[src/rtl/ncs_pkg.sv]
// Shared types and codes for the nested comment scanner.
// No dependencies; imported by the scanner top level and the testbench.
package ncs_pkg;

  typedef logic [20:0] char_t;
  typedef logic [2:0]  status_t;
  typedef logic [2:0]  phase_t;

  // Result status codes
  localparam status_t ST_SKIP     = 3'd0;
  localparam status_t ST_MORE     = 3'd1;
  localparam status_t ST_CLOSED   = 3'd2;
  localparam status_t ST_REJECT   = 3'd3;
  localparam status_t ST_UNCLOSED = 3'd4;

  // Scanner phases
  localparam phase_t PH_START = 3'd0;
  localparam phase_t PH_OPEN  = 3'd1;
  localparam phase_t PH_BODY  = 3'd2;
  localparam phase_t PH_PAREN = 3'd3;
  localparam phase_t PH_STAR  = 3'd4;

  // Character codes
  localparam char_t CH_LPAREN = 21'h28;
  localparam char_t CH_RPAREN = 21'h29;
  localparam char_t CH_STAR   = 21'h2A;
  localparam char_t CH_SPACE  = 21'h20;
  localparam char_t CH_TAB    = 21'h09;
  localparam char_t CH_CR     = 21'h0D;

  localparam int NEST_W = 16;

endpackage

[src/rtl/nested_comment_scanner.sv]
// Nested block comment scanner: one character request in, one status result out.
// Depends on ncs_pkg for status, phase and character codes.

// Accepts one character request every cycle unless in_stall is high and returns one
// result per request through an input register and then a result register. The scan
// state and the nesting depth counter are updated as a request moves between those
// registers, so consecutive characters stream without gaps when nothing stalls. Leading ASCII
// whitespace is skipped, "(*" opens a comment, nested "(*" and "*)" pairs move the
// depth (saturating at 2^DEPTH_BITS - 1), and a return to depth zero closes it.
// end_of_input inside a comment reports it unclosed. nest_depth shows the low
// 16 bits of the depth counter, or zero on a reject.
module nested_comment_scanner #(
  parameter int DEPTH_BITS = 16
) (
  input  logic              clk,
  input  logic              rst,
  input  logic              in_valid,
  output logic              in_stall,
  input  ncs_pkg::char_t    char_code,
  input  logic              end_of_input,
  input  logic              comment_wanted,
  output logic              out_valid,
  input  logic              out_stall,
  output ncs_pkg::status_t  status,
  output logic [15:0]       nest_depth
);
  import ncs_pkg::*;

  localparam logic [DEPTH_BITS-1:0] DEPTH_MAX = {DEPTH_BITS{1'b1}};
  localparam logic [DEPTH_BITS-1:0] DEPTH_ONE = DEPTH_BITS'(1);

  // Input register
  logic              s1_valid;
  char_t             s1_char;
  logic              s1_eoi;
  logic              s1_wanted;

  // Scan state
  phase_t            phase, phase_next;
  logic [DEPTH_BITS-1:0] depth, depth_next;

  logic              out_ready;
  logic              s1_fire;
  status_t           status_next;
  logic [DEPTH_BITS-1:0] shown;
  logic [DEPTH_BITS+NEST_W-1:0] shown_ext;
  logic              is_space;

  assign out_ready = !out_valid || !out_stall;
  assign s1_fire   = s1_valid && out_ready;
  assign in_stall  = s1_valid && !out_ready;

  always_ff @(posedge clk) begin
    if (rst) begin
      s1_valid <= 1'b0;
    end else if (!in_stall) begin
      s1_valid <= in_valid;
    end
    if (!in_stall && in_valid) begin
      s1_char   <= char_code;
      s1_eoi    <= end_of_input;
      s1_wanted <= comment_wanted;
    end
  end

  assign is_space = (s1_char == CH_SPACE) || (s1_char >= CH_TAB && s1_char <= CH_CR);

  always_comb begin
    phase_next  = phase;
    depth_next  = depth;
    status_next = ST_MORE;
    unique case (phase)
      PH_START: begin
        if (!s1_wanted || s1_eoi) begin
          status_next = ST_REJECT;
        end else if (is_space) begin
          status_next = ST_SKIP;
        end else if (s1_char == CH_LPAREN) begin
          phase_next = PH_OPEN;
        end else begin
          status_next = ST_REJECT;
        end
      end
      PH_OPEN: begin
        if (!s1_eoi && s1_char == CH_STAR) begin
          depth_next = DEPTH_ONE;
          phase_next = PH_BODY;
        end else begin
          status_next = ST_REJECT;
        end
      end
      PH_BODY, PH_PAREN, PH_STAR: begin
        priority if (s1_eoi) begin
          status_next = ST_UNCLOSED;
        end else if (phase == PH_PAREN && s1_char == CH_STAR) begin
          if (depth != DEPTH_MAX) depth_next = depth + DEPTH_ONE;
          phase_next = PH_BODY;
        end else if (phase == PH_STAR && s1_char == CH_RPAREN) begin
          if (depth != '0) depth_next = depth - DEPTH_ONE;
          phase_next = PH_BODY;
          status_next = (depth_next == '0) ? ST_CLOSED : ST_MORE;
        end else if (s1_char == CH_LPAREN) begin
          phase_next = PH_PAREN;
        end else if (s1_char == CH_STAR) begin
          phase_next = PH_STAR;
        end else begin
          phase_next = PH_BODY;
        end
      end
      default: status_next = ST_REJECT;
    endcase

    shown = (status_next == ST_REJECT) ? '0 : depth_next;

    // drop back to start after any end or reject
    if (status_next == ST_REJECT || status_next == ST_CLOSED ||
        status_next == ST_UNCLOSED) begin
      phase_next = PH_START;
      depth_next = '0;
    end
  end

  assign shown_ext = {{NEST_W{1'b0}}, shown};

  always_ff @(posedge clk) begin
    if (rst) begin
      phase     <= PH_START;
      depth     <= '0;
      out_valid <= 1'b0;
    end else begin
      if (s1_fire) begin
        phase <= phase_next;
        depth <= depth_next;
      end
      if (out_ready) out_valid <= s1_valid;
    end
    if (s1_fire) begin
      status     <= status_next;
      nest_depth <= shown_ext[NEST_W-1:0];
    end
  end

  a_closed_zero: assert property (@(posedge clk) disable iff (rst)
    out_valid && status == ST_CLOSED |-> nest_depth == '0)
    else $error("closed comment reports nonzero depth");

  a_skip_zero: assert property (@(posedge clk) disable iff (rst)
    out_valid && status == ST_SKIP |-> nest_depth == '0)
    else $error("whitespace skip reports nonzero depth");

  a_reject_start: assert property (@(posedge clk) disable iff (rst)
    s1_fire && status_next == ST_REJECT |=> phase == PH_START && depth == '0)
    else $error("reject did not return to start");

  a_depth_in_body: assert property (@(posedge clk) disable iff (rst)
    depth != '0 |-> (phase == PH_BODY || phase == PH_PAREN || phase == PH_STAR))
    else $error("nonzero depth outside comment body");

endmodule

[config.mk]
export PLATFORM = sky130hd
export DESIGN_NAME = nested_comment_scanner
export DESIGN_NICKNAME = d
export VERILOG_FILES = /design/src/rtl/ncs_pkg.sv /design/src/rtl/nested_comment_scanner.sv
export SDC_FILE = /design/constraint.sdc
export NUM_CORES = 1
export LEC_CHECK = 0
export BUFFER_PORTS_ARGS = -buffer_cell sky130_fd_sc_hd__buf_2
export CORE_ASPECT_RATIO = 0.7
export CORE_MARGIN = 5
export CORE_UTILIZATION = 30
export CTS_CLUSTER_SIZE = 24
export DETAILED_ROUTE_END_ITERATION = 10
export PLACE_DENSITY = 0.53
export SYNTH_ARGS = -nofsm -noshare
export SYNTH_HDL_FRONTEND = slang
export SYNTH_SLANG_ARGS = --single-unit
export TNS_END_PERCENT = 30
[constraint.sdc]
create_clock -name clk -period 4.2 [get_ports clk]
set_clock_uncertainty 0.1 [all_clocks]
set_input_delay 0 -clock clk [delete_from_list [all_inputs] [get_ports clk]]
set_output_delay 0 -clock clk [all_outputs]
set_load 0.03 [all_outputs]
* Word-level counts from Yosys, hierarchy flattened
Index checks and enable logic that the tools add are counted.
Word-level totals: register bits after elaboration 63, output and inout port bits 21, input port bits 27
Cells by class: order comparisons 2, reductions and logical operators 24, mux-type cells 32, equality and inequality tests 17, add/subtract/negate cells 2
Operators by type and width (count):
- 16-bit two-way mux | 11
- 21-bit by 6-bit == test with 1-bit output, second input constant | 4
- 3-bit two-way mux | 11
- 16-bit case mux with 2 select lines | 1
- 21-bit by 4-bit greater-or-equal comparator with 1-bit output, second input constant | 1
- 21-bit by 4-bit <= comparator with 1-bit output, second input constant | 1
- 3-bit case mux with 3 select lines | 2
- 16-bit by 1-bit adder with 16-bit output, second input constant | 1
- 16-bit logical NOT | 1
- 16-bit != test, second input constant | 1
- 16-bit nonzero test | 1
- 16-bit by 1-bit subtractor with 16-bit output, second input constant | 1
- 3-bit != test, second input constant | 5
- 2-bit two-way mux | 7
- 3-bit by 2-bit == test with 1-bit output, second input constant | 4
- 1-bit logical AND | 7
- 7-bit AND reduction | 1
- 3-bit == test, second input constant | 2
- 1-bit logical NOT | 6
- 1-bit logical OR | 5
- 4-bit nonzero test | 1
- 3-bit by 1-bit == test with 1-bit output, second input constant | 1
- 3-bit logical NOT | 1
- 3-bit OR reduction | 1

* Longest topological paths before layout
Gate-level depths: netlist of run 1.
word-level depth 17, gate-level depth with buffers 11, gate-level depth less buffers 9

* Least setup slack after synthesis of run 1
Ideal clock, no wire load.
kind register to register, start reg depth[0], end reg depth[12], path buffers 2, period minus slack after synthesis 3009 ps, cell stages (with the launch flop) 12, data required time 3983 ps, path slack 1191 ps, arrival 2792 ps, cell sequence dfxtp_1 clkbuf_1 inv_1 ha_1 or4b_4 or4b_4 o2bb2ai_2 a311oi_2 nand4_2 and2_4 buf_6 a22o_1
On the way: word-level cells in the longest chain between the ends 16
Ends and longest elaborated chain:
- start: declaration | RTL line nested_comment_scanner.sv:40 | logic [DEPTH_BITS-1:0] depth, depth_next;
- start signal: assignment | RTL line nested_comment_scanner.sv:133 | depth <= depth_next;
- 16-bit by 1-bit subtractor with 16-bit output / 16-bit nonzero test (equally long branches) | RTL line nested_comment_scanner.sv:99 | if (depth != '0) depth_next = depth - DEPTH_ONE;
- 16-bit two-way mux | RTL line nested_comment_scanner.sv:99
- 16-bit two-way mux | RTL line nested_comment_scanner.sv:98 | end else if (phase == PH_STAR && s1_char == CH_RPAREN) begin
- 16-bit two-way mux | RTL line nested_comment_scanner.sv:95 | end else if (phase == PH_PAREN && s1_char == CH_STAR) begin
- 16-bit two-way mux | RTL line nested_comment_scanner.sv:93 | priority if (s1_eoi) begin
- 16-bit two-way mux | RTL line nested_comment_scanner.sv:72 | unique case (phase)
- 16-bit logical NOT | RTL line nested_comment_scanner.sv:101 | status_next = (depth_next == '0) ? ST_CLOSED : ST_MORE;
- 2-bit two-way mux | RTL line nested_comment_scanner.sv:101
- 2-bit two-way mux | RTL line nested_comment_scanner.sv:98
- 2-bit two-way mux | RTL line nested_comment_scanner.sv:95
- 3-bit two-way mux | RTL line nested_comment_scanner.sv:93
- 3-bit case mux with 3 select lines | RTL line nested_comment_scanner.sv:72
- 3-bit by 2-bit == test with 1-bit output | RTL line nested_comment_scanner.sv:116 | if (status_next == ST_REJECT || status_next == ST_CLOSED ||
- 1-bit logical OR (2 in a row) | RTL line nested_comment_scanner.sv:116
- 16-bit two-way mux * | RTL line nested_comment_scanner.sv:116
Mark *: on every way between the ends. The rest lies on a longest branch, timed or not. The select of a mux whose other input is x is not followed. A chain may end at the register's enable or synchronous reset.

* Worst setup path in the final report of run 1
start reg s1_char[13], end reg nest_depth[13], data pin
On the way: word-level cells in the longest chain between the ends 7
Ends and longest elaborated chain:
- start: declaration | RTL line nested_comment_scanner.sv:34 | char_t s1_char;
- start signal: assignment | RTL line nested_comment_scanner.sv:60 | s1_char <= char_code;
- 21-bit by 4-bit greater-or-equal comparator with 1-bit output, or another cell as far along | RTL line nested_comment_scanner.sv:66 | assign is_space = (s1_char == CH_SPACE) || (s1_char >= CH_TAB && s1_char <= CH_CR);
- 1-bit logical AND (on tied branches) | RTL line nested_comment_scanner.sv:66, nested_comment_scanner.sv:98
- 1-bit logical OR / 2-bit two-way mux (equally long branches) | RTL line nested_comment_scanner.sv:66, nested_comment_scanner.sv:98
- 2-bit two-way mux (on tied branches) | RTL line nested_comment_scanner.sv:76, nested_comment_scanner.sv:95
- 2-bit two-way mux / 3-bit two-way mux (equally long branches) | RTL line nested_comment_scanner.sv:74, nested_comment_scanner.sv:93
- 3-bit case mux with 3 select lines | RTL line nested_comment_scanner.sv:72
- 3-bit by 2-bit == test with 1-bit output | RTL line nested_comment_scanner.sv:113 | shown = (status_next == ST_REJECT) ? '0 : depth_next;
- end signal: assignment | RTL line nested_comment_scanner.sv:139 | nest_depth <= shown_ext[NEST_W-1:0];
- end: declaration | RTL line nested_comment_scanner.sv:25 | output logic [15:0] nest_depth
Several ways; a longest one is shown, not always the timed one.

==> reports/results.ini, run 1 <==
[status]
outcome=complete, no violations

[yosys]
synthFlopType=edfxtp_1
syn_inst=415
yosys.area.top_type_share=0.3278
syn_nets=445
synth_area_leaders=edfxtp_1 (33%), dfxtp_1 (11%), nand2_1 (3.0%)
synth_cell_types=75
ys_seq_area_frac=0.4371
async_reset_ff_frac=0
yosys.area.top_type=edfxtp_1
yosysMostFrequentCell=edfxtp_1
synth_seq_cells=63
netlist_top_cells_count=edfxtp_1 (42), nand2_1 (31), clkbuf_1 (26), nor2_1 (26), a21oi_1 (22)
synth-edff-count=42
synth_warnings=0
avgSynthCellArea_um2=9.271
syn_area_um2=3847

[pwr]
combPwrFrac=0.067
internal_power_mw=1.246
total_power_mw=1.595
pwr-share-seq=0.437
power.switching_mw=0.3496
p_leak_nw=1.692
vdd.ir_drop.worst_v=0.0001915
p_per_area_nw_per_um2=330.6
clkPwrFrac=0.497
swShare=0.2191

[hold_path]
worstHoldPathType=input port to flip-flop

[die]
die_w_um=145.4
dieArea_um2=15230
initial_utilization=0.3076
ios=48
fp-row-count=34
core_um2=12510
die_height_um=104.8

[route]
via_per_inst=5.698
first_pass_iters=5
drc=0
first_iter_violations=424
antenna_left=0
drt_wl_total_mm=12.36
num_vias=3692
routedWlPerCell_um=19.07

[timing]
rsz0062_at_grt=false
setup_viol=0
final_hold_viol_count=0
min_period_ns=3.526
finalSetupTns_ns=0
fmax_mhz=283.6
timing.final.max_slew_violations=0
worst_pin_slew_ns=1.055
timing.final.crit_share=0.8396
slew_headroom=0.2936

[setup_path]
worst_path_most_repeated_cell=nor4_1
slowest_stage=nor4_1
endpoint_kind=flip-flop
crit_buf_inv=0
arrival_ns=3.50
path_cells=nor4_1, nand4_1, or2_1, nor4_1, o21ai_0, a32oi_1, nor2_1
cp-start-kind=flip-flop
worstSetupPathType=flip-flop to flip-flop
cp_top_family=simple AND/OR/NAND/NOR gates
cp_max_fo=14
cp.required_ns=4.18
cpPeakStageDelay_ns=0.83

[finish]
drive_gt1_frac=0.1934
syn2layout_area_growth_pct=25.40
nFillCells=1288
fin_nets=511
antenna_cells=0

[clock_tree]
cts_setup_buffers=0
clock_latency_ns=0.34
clk_pin_slew_ns=0.05
clock_path_buffers=2
cts.sink_count=63
h-tree-depth=3
numCtsBuffers=9
cts_tree=built
cts_hold_buf=28
ctsRootBufferMaster=clkbuf_16
cts_resized=0

[grt]
grt_pass1_vias=3494
grt_overflow=0
antenna_found_initial=0
grt_max_degree=25
grt_usage=0.1619
grt_pass1_wl_mm=19.62

[placed_design]
port_buffers=47
gp_congestion=0.9372
hpwlAfterDp_mm=8.703

[job]
cap_viol_max_count=0

sequential cells by signal, summed over array words and instances (netlist names), 3 cells and up:
| signal | cells |
|---|---|
| depth | 16 |
| nest_depth | 16 |
| phase | 3 |
| s1_char | 21 |
| status | 3 |
power by group through the flow:
stage          sequential (mW)  clock (mW)  combinational, mW
6_report                 0.696       0.792              0.107
5_1_grt                  0.699       0.838              0.116
4_1_cts                  0.697       0.809              0.107
3_5_place_dp             0.709           0             0.0861
3_3_place_gp             0.708           0             0.0858
2_1_floorplan            0.719           0             0.0353
area by class of cell:
cell class              count  area (um2)  area share
repair buffers             85       590.6      0.1224
multi-input cells         311        1994      0.4134
clock buffers              10       229.0     0.04746
inverters                  11       41.29    0.008558
flip-flops and latches     63        1682      0.3485
clock inverters             6       85.08     0.01763
well taps                 162       202.7     0.04201
routing by layer:
layer,part of all wire,track usage
met3,0.087,0.03808
met2,0.41,0.2276
met4,0.011,0.03728
met1,0.49,0.2491
met5,0,0
cell usage in the layout (no fill, tap or decap), types with 3 or more instances in the layout:
cell / count
o32ai_1: 3
buf_2: 47
nor2b_1: 13
a31oi_1: 8
a211oi_1: 4
nor4_1: 9
and3_1: 5
o211ai_1: 5
nor3_1: 18
a22o_1: 8
o21a_1: 3
nand3b_1: 4
o2111ai_1: 5
clkbuf_16: 9
a2bb2oi_1: 3
nor2_1: 26
nand2_1: 31
nor3b_1: 3
o21ai_0: 18
o31ai_1: 5
a21oi_1: 22
inv_1: 11
or4_1: 4
nand4_1: 17
nand3_1: 16
dfxtp_1: 21
ha_1: 3
dlygate4sd3_1: 28
nand2b_1: 4
or3_1: 7
buf_4: 10
and2_1: 8
o22ai_1: 3
or2_2: 3
edfxtp_1: 42
mux2i_1: 3
and4_1: 4
cells by family after synthesis:
kind of cell	after synthesis	synth area share
flops	63	0.4371
simple gates	191	0.2865
fa+ha+maj	3	0.009757
mux	4	0.01073
buf+inv	41	0.04520
compound gates	113	0.2107
worst paths after layout:
kind	from	to	slack, ns	cells after the start
worst max-delay path	s1_char[13]	nest_depth[13]	0.67	7
worst min register to register	depth[13]	depth[13]	0.50	2
worst min-delay path	char_code[4]	s1_char[4]	0.28	2
worst max register to register	s1_char[13]	nest_depth[13]	0.67	7
through the flow:
| stage | cell area [um2] | utilization | worst slack, ns | cells | hold WS [ns] |
|---|---|---|---|---|---|
| CTS | 4825 | 0.3858 | 0.7501 | 648 | 0.2631 |
| global placement | 4230 | 0.3382 | 0.8295 | 604 | 0.07794 |
| global route | 4825 | 0.3858 | 0.5270 | 648 | 0.2783 |
| finish | 4825 | 0.3858 | 0.6736 | 648 | 0.2780 |
| floorplan | 3847 | - | 1.192 | 415 | -0.02762 |
| detailed placement | 4230 | 0.3382 | 0.8170 | 604 | 0.07831 |
Note: power is estimated with default switching activity, not from simulation.
==> inputs of run 2 (changes only) <==
- PLACE_DENSITY: 0.53 -> 0.54
- clock period: 4.2 -> 2.8 ns (I/O delays scaled with it)
==> reports/results.ini, run 2 (same netlist as run 1, synthesis figures left out) <==
[status]
outcome=complete, but fails checks
violations=negative setup slack

[setup_path]
path_depth=9
worst_path_most_repeated_cell=or4b_4
arrival_ns=2.93
rr_worst_depth=9
cp_max_fo=8
worstSetupPathType=flip-flop to flip-flop
path_cells=inv_4, ha_4, or4b_4, or4b_4, o2bb2ai_4, a311oi_2, nand4_2, and2_4, a22o_1
cp.required_ns=2.93
endpoint_kind=flip-flop
r2r_slack_ns=-0.006
cpPeakStageDelay_ns=0.54
slowest_stage=or4b_4
cp_top_family=simple AND/OR/NAND/NOR gates
crit_buf_inv=1
cp-start-kind=flip-flop

[grt]
grt_pass1_vias=3892
antenna_found_initial=0
grt_pass1_wl_mm=21.96
grt_usage=0.1828
grt_overflow=0
grt_max_degree=24

[route]
num_vias=4034
drc=0
first_iter_violations=398
routedWlPerCell_um=19.30
antenna_left=0
first_pass_iters=5
via_per_inst=5.587
drt_wl_total_mm=13.94

[clock_tree]
clock_latency_ns=0.33
cts.sink_count=63
cts_tree=built
clock_path_buffers=2
clk_pin_slew_ns=0.06
ctsRootBufferMaster=clkbuf_16
h-tree-depth=3
numCtsBuffers=9

[timing]
final_hold_viol_count=0
timing.final.max_slew_violations=0
rsz0062_at_grt=true
setup_ws_ns=-0.006026
timing.final.crit_share=1.002
worst_pin_slew_ns=0.6215
setup_viol=1
fmax_mhz=356.4
slew_headroom=0.5852
min_period_ns=2.806

[finish]
regMostFlops=s1_char
final_area_um2=5530
drive_gt1_frac=0.3286
final_cell_mix=buf_4 (84), buf_2 (47), edfxtp_1 (42)
layout_commonest_cell=buf_4
fin_nets=585
antenna_cells=0
largest_register_ffs=21
largestRegisters=s1_char x21, depth x16, nest_depth x16
fin_cells=722
syn2layout_area_growth_pct=43.74

[placed_design]
dpl-instance-area_um2=4771
dp.cells=674
hpwlAfterDp_mm=10.12
gp_congestion=0.9253
port_buffers=47

[job]
cap_viol_max_count=0

[hold_path]
hold_depth=2
worstHoldPathType=input port to flip-flop

[die]
core_um2=12510
die_w_um=145.4
ios=48
die_height_um=104.8
dieArea_um2=15230
fp-row-count=34
initial_utilization=0.3076

[pwr]
vdd.ir_drop.worst_v=0.0002930
p_per_area_nw_per_um2=455.0
p_leak_nw=2.103

[run 2: changes by cell type in the layout (fill, tap and decap cells not counted), moves of 3 or more]
cell and delta:
buf_4 +74, dfxtp_1 -3, dfxtp_2 +3, nor4_1 -3
[run 2: path summary, 6_finish.rpt]
path	start	end
max	depth[0]	depth[12]
min	char_code[1]	s1_char[1]
max reg2reg	depth[0]	depth[12]
min reg2reg	depth[10]	depth[10]
[run 2: repair_timing]
action | CTS | global route
buffers inserted | 3 | 1
resized for setup | 11 | 14
hold endpoints to repair | 27 | 0
setup endpoints to repair | 10 | 25
gates cloned | 0 | 0
pin swaps | 2 | 8
hold buffers | 28 | 0
[run 2: power breakdown]
group          switching (mW)  internal (mW)  total [mW]
logic                   0.106         0.0813       0.188
registers              0.0143           1.03        1.04
clock network           0.422          0.866        1.29
[run 2: metrics by stage]
step / hold slack (ns) / util / total power [mW] / worst slack (ns) / TNS (ns)
final: 0.2759 / 0.4422 / 2.517 / -0.006026 / -0.006026
after detailed placement: 0.07811 / 0.3815 / 1.207 / -0.1820 / -0.2391
after global routing: 0.2877 / 0.4422 / 2.598 / -0.04606 / -0.3172
after global placement: 0.07807 / 0.3815 / 1.204 / -0.02554 / -0.02554
after floorplan: -0.02762 / - / 1.132 / -0.02669 / -0.02669
after CTS: 0.2656 / 0.4366 / 2.531 / -0.01417 / -0.01417
[run 2: area by class of cell]
type / instances / area [um2]
multi-input cells: 311 / 2112
clock inverters: 6 / 108.9
inverters: 11 / 46.29
well taps: 162 / 202.7
flip-flops and latches: 63 / 1685
fillers: 1254 / 6977
repair buffers: 159 / 1146
clock buffers: 10 / 229.0
[run 2: worst register-to-register path, stage by stage, from the launching register on]
cell	delay [ns]
dfxtp_2	0.33
inv_4	0.07
ha_4	0.12
or4b_4	0.49
or4b_4	0.54
o2bb2ai_4	0.14
a311oi_2	0.21
nand4_2	0.22
and2_4	0.26
a22o_1	0.23
[run 2: metal layers]
layer | global-route usage | share of wire | vias to the layer above
met5 | 0 | 0 | -
met1 | 0.2810 | 0.50 | 1941
met2 | 0.2516 | 0.40 | 172
met3 | 0.04587 | 0.075 | 19
met4 | 0.04927 | 0.017 | 0
li1 | - | - | 1902
